===== config.mk =====
export PLATFORM = sky130hd
export DESIGN_NAME = pnsr_out_reg
export DESIGN_NICKNAME = d
export VERILOG_FILES = /design/src/hdl/pnsr_pkg.sv /design/src/hdl/pnsr_out_reg.sv
export SDC_FILE = /design/constraint.sdc
export NUM_CORES = 1
export LEC_CHECK = 0
export BUFFER_PORTS_ARGS = -buffer_cell sky130_fd_sc_hd__buf_4
export CORE_MARGIN = 4
export CORE_UTILIZATION = 40
export DETAILED_ROUTE_END_ITERATION = 8
export PLACE_DENSITY_LB_ADDON = 0.3
export SYNTH_ARGS = -nofsm -noshare
export SYNTH_HDL_FRONTEND = slang
export SYNTH_SLANG_ARGS = --single-unit

===== constraint.sdc =====
create_clock -name i_clk -period 2.8 [get_ports i_clk]
set_input_delay 0.14 -clock i_clk [delete_from_list [all_inputs] [get_ports i_clk]]
set_output_delay 0.14 -clock i_clk [all_outputs]
set_load 0.1 [all_outputs]

===== src/hdl/pnsr_pkg.sv =====
// Types and constants shared by the sequence reorder core.
package pnsr_pkg;

    localparam int MAX_RESULTS = 16;
    localparam int CNT_W       = $clog2(MAX_RESULTS + 1);

    localparam logic KIND_SEND = 1'b0;
    localparam logic KIND_RECV = 1'b1;

    typedef enum logic [1:0] {
        ST_ACCEPT  = 2'd0,
        ST_REJECT  = 2'd1,
        ST_DELIVER = 2'd2,
        ST_DROP    = 2'd3
    } t_status;

    typedef enum logic [2:0] {
        S_CLEAR,
        S_IDLE,
        S_LOOK,
        S_DRAIN,
        S_CHK,
        S_WB,
        S_FIN
    } t_state;

    typedef struct packed {
        logic        kind;
        logic [5:0]  node;
        logic [31:0] seq;
        logic [2:0]  vn;
        logic [31:0] tag;
    } t_in_item;

    typedef struct packed {
        t_status     status;
        logic [31:0] out_seq;
        logic [5:0]  out_node;
        logic [2:0]  out_vn;
        logic [31:0] out_tag;
        logic        last;
    } t_result;

    typedef struct packed {
        logic        valid;
        logic [2:0]  vn;
        logic [31:0] tag;
    } t_slot;

    typedef struct packed {
        logic    valid;
        t_result data;
    } t_push;

endpackage


===== src/hdl/pnsr_out_reg.sv =====
// Output register stage that holds one result beat until it is taken.
module pnsr_out_reg
    import pnsr_pkg::*;
(
    input  logic    i_clk,
    input  logic    i_rst_n,
    input  t_push   i_push,
    output logic    o_free,
    output logic    o_out_valid,
    input  logic    i_out_stall,
    output t_result o_out
);

    logic    r_valid;
    t_result r_data;

    assign o_free      = !r_valid || !i_out_stall;
    assign o_out_valid = r_valid;
    assign o_out       = r_data;

    always_ff @(posedge i_clk) begin
        if (!i_rst_n) begin
            r_valid <= 1'b0;
        end else if (o_free) begin
            r_valid <= i_push.valid;
        end
    end

    always_ff @(posedge i_clk) begin
        if (o_free && i_push.valid) begin
            r_data <= i_push.data;
        end
    end

endmodule


# == After elaboration in Yosys (flattened, before gate mapping) ==
# Cells that the tools add are included.
# word_totals
register_bits,77
latchBits,0
ram_bits,0
mem_bits_ro,0
inputBits,80
n_memories,0
# classes
add_sub_neg,0
mul,0
div_mod_pow,0
order_cmp,0
eq_ne,0
shift,0
muxes,0
bitwise_logic,0
reduce_logical,4
# op_table
op,count
1-bit zero test,2
1-bit logical AND,1
1-bit logical OR,1

# == Logic depth before layout (Yosys ltp) ==
# logic_depth
word_depth,3
depth_mapped,2
mapped_depth_nobuf,2

# == Worst setup path after synthesis ==
# OpenSTA, ideal clock, no wires.
# synth_timing
kind,reg-to-reg
startpoint,register r_valid (netlist: o_out_valid)
endpoint,"register r_data (netlist bit o_out[0]), enable pin"
arrival_ns,3.386
setup_slack_ns,-1.028
path_stages_with_launch,3
n_path_buf,0
cell_sequence,dfxtp_1 -> nand2_1 -> and2_1
# synth_between
elab_chain_cells,3
# synth_rtl
item,line_no,source
"start, declared",pnsr_out_reg.sv:14,logic r_valid;
"start signal, assigned",pnsr_out_reg.sv:25,r_valid <= i_push.valid;
1-bit zero test,pnsr_out_reg.sv:17,assign o_free = !r_valid || !i_out_stall;
1-bit logical OR,pnsr_out_reg.sv:17,
named net o_free,pnsr_out_reg.sv:8,"output logic o_free,"
1-bit logical AND,pnsr_out_reg.sv:30,if (o_free && i_push.valid) begin
"end signal, assigned",pnsr_out_reg.sv:31,r_data <= i_push.data;
"end, declared",pnsr_out_reg.sv:15,t_result r_data;
# The timed path passes the listed nets, and every way through them passes these cells.
# A chain may end at the register's enable or synchronous reset.

# == Worst setup path after layout ==
# layout_timing
startpoint,register r_valid (netlist: o_out_valid)
endpoint,"register r_data (netlist bit o_out[65]), enable pin"
# layout_between
elab_chain_cells,3
# layout_rtl
item,line_no
1-bit zero test,pnsr_out_reg.sv:17
1-bit logical OR,pnsr_out_reg.sv:17
1-bit logical AND,pnsr_out_reg.sv:30
# No other way between the ends.

==> flow_metrics.tcl <==
set metrics [dict create \
    cts_resized 0 \
    start_util 0.417 \
    relSlewSlack 0.384 \
    path_cells "nand2_2, and2_4" \
    hp-class "in -> reg" \
    setup_tns_ns 0 \
    min_from "i_rst_n" \
    drv_slew 0 \
    drt_wl_total_mm 6.42 \
    fin_skew_ns 0.00842 \
    avgSynthCellArea_um2 28.7 \
    layout.nets 405 \
    cts_setup_buffers 0 \
    crit_type "reg -> reg" \
    power_leakage_nw 1.91 \
    hold_depth 2 \
    die_w_um 84.2 \
    min_to "o_out_valid" \
    synth-seq-cells 77 \
    rr_worst_depth 2 \
    drc 0 \
    grt_max_degree 77 \
    die_y_um 84.2 \
    grt_pass1_wl_mm 9.80 \
    routabilityCongestion 0.754 \
    critPathTopFamily "simple AND/OR/NAND/NOR gates" \
    multiInputGateArea_um2 26.3 \
    status "finished, final reports clean" \
    grt_usage 0.184 \
    crit_fanout 76 \
    wl_per_cell_um 16.0 \
    synthesis.nets 161 \
    drv_cap 0 \
    arrival_ns 1.50 \
    viasPerCell 4.31 \
    drive_above_1_share 0.517 \
    grt_pass1_vias 1986 \
    seq_area_um2 2300 \
    drtAntennaViolNets 0 \
    syn-cell-area_um2 2320 \
    area_growth_pct 95.0 \
    drt_iter0_markers 43 \
    fin_crit_ns 1.55 \
    period_share 0.555 \
    regToRegSetupSlack_ns 1.25 \
    ys_seq_area_frac 0.991 \
    slowest_delay_ns 0.75 \
    ctsHtreeMaxLevel 3 \
    p_per_area_nw_per_um2 640 \
    final_cell_mix "buf_4, dlygate4sd3_1, edfxtp_1" \
    hold_viol 0 \
    p_clk_frac 0.260 \
    seq_power_share 0.471 \
    rows 27 \
    pre_cts_slack_ns 1.23 \
    cp_slowest_cell "and2_4" \
    rsz0062_at_grt "no" \
    peakVddDrop_v 0.000469 \
    clk_latency_ns 0.33 \
    numCtsBuffers 9 \
    start_kind "flop" \
    cp_num_buf_inv 0 \
    fillers 274 \
    io_buffers 157 \
    diodes 0 \
    max_freq_mhz 644 \
    reg2reg_to "o_out[65]" \
    final-setup-viol-count 0 \
    worstSetupEndpointType "flop" \
    switchingPower_w 0.000933 \
    cts.path.max_buffers 2 \
    synth_cell_types 6 \
    cts_root_buf "clkbuf_8" \
    p_comb_frac 0.269 \
    grt_overflow 0 \
    synthCells 81 \
    vias 1727 \
    worstPathRequired_ns 2.75 \
    tightestPinTransition_ns 0.924 \
    cts_tree "yes" \
    internal_power_w 0.00197 \
    io_pins 158 \
    dr.pass1.iters 4 \
    setup_ws_ns 1.25 \
    final_common_cell "buf_4" \
    postLayoutCoreUtil 0.813 \
    core_um2 5570 \
    fp.dieArea_um2 7090 \
    path_clk_slew_ns 0.07 \
    clock-sinks 77 \
    r2r_start "o_out_valid" \
    grt_antenna_before_repair 0 \
    swShare 0.322 \
    yosysWarnings 0 \
]
[synth_stat cells (all sizes together)]
cell type  instances  area (um^2)
a21oi              1         5.00
edfxtp            76         2280
dfxtp              1         20.0
nor2b              1         6.26
nand2              1         3.75
and2               1         6.26
[cell type report]
cell class,instances,share of cell area
tap,72,0.0199
sequential,77,0.508
timing repair buffer,233,0.428
multi-input combinational,4,0.00580
clock buffer,12,0.0298
clock inverter,3,0.00828
[through the flow]
stage	hold slack, ns	std cells	power [W]	cell area [um^2]
after floorplan	0.239	81	0.00189	2330
after global placement	0.318	310	0.00208	3600
after detailed placement	0.319	310	0.00208	3600
after CTS	0.0316	401	0.00292	4530
after global routing	0.0570	401	0.00300	4530
final	0.0700	401	0.00290	4530
[per-layer routing]
metal	up-vias	track usage	share of wire
met5	-	0	0
met4	0	0.0848	0.027
met3	13	0.0922	0.13
met2	123	0.319	0.49
met1	781	0.184	0.35
li1	810	-	-
[what timing repair did]
action / 4_1_cts / 5_1_grt
setup endpoints to repair: 0 / 0
hold endpoints to repair: 76 / 0
hold buffers: 76 / 0
[power groups by stage]
stage / Combinational (W) / Clock [W] / Sequential, W
after global routing: 0.000801 / 0.000828 / 0.00137
after global placement: 0.000687 / 0 / 0.00139
after detailed placement: 0.000692 / 0 / 0.00139
after CTS: 0.000778 / 0.000771 / 0.00137
after floorplan: 0.0000267 / 0 / 0.00186
final: 0.000780 / 0.000755 / 0.00137
[flip-flops by register name (all words and copies together) (netlist names)]
signal and flops:
o_out 76, o_out_valid 1
[cell families after synthesis]
kind of cell / share of synthesized area
AOI/OAI and AO/OA: 0.00215
DFF: 0.991
and+or+nand+nor: 0.00700
[how the worst max path moves through the flow]
| stage | startpoint | endpoint | depth (start not counted) |
|---|---|---|---|
| detailed placement | o_out_valid | o_out[14] | 2 |
| CTS | o_out_valid | o_out[24] | 2 |
| global route | o_out_valid | o_out[21] | 2 |
| finish | o_out_valid | o_out[65] | 2 |
| global placement | o_out_valid | o_out[12] | 2 |
| floorplan | o_out_valid | o_out[0] | 2 |
(Power assumes the default switching activity.)
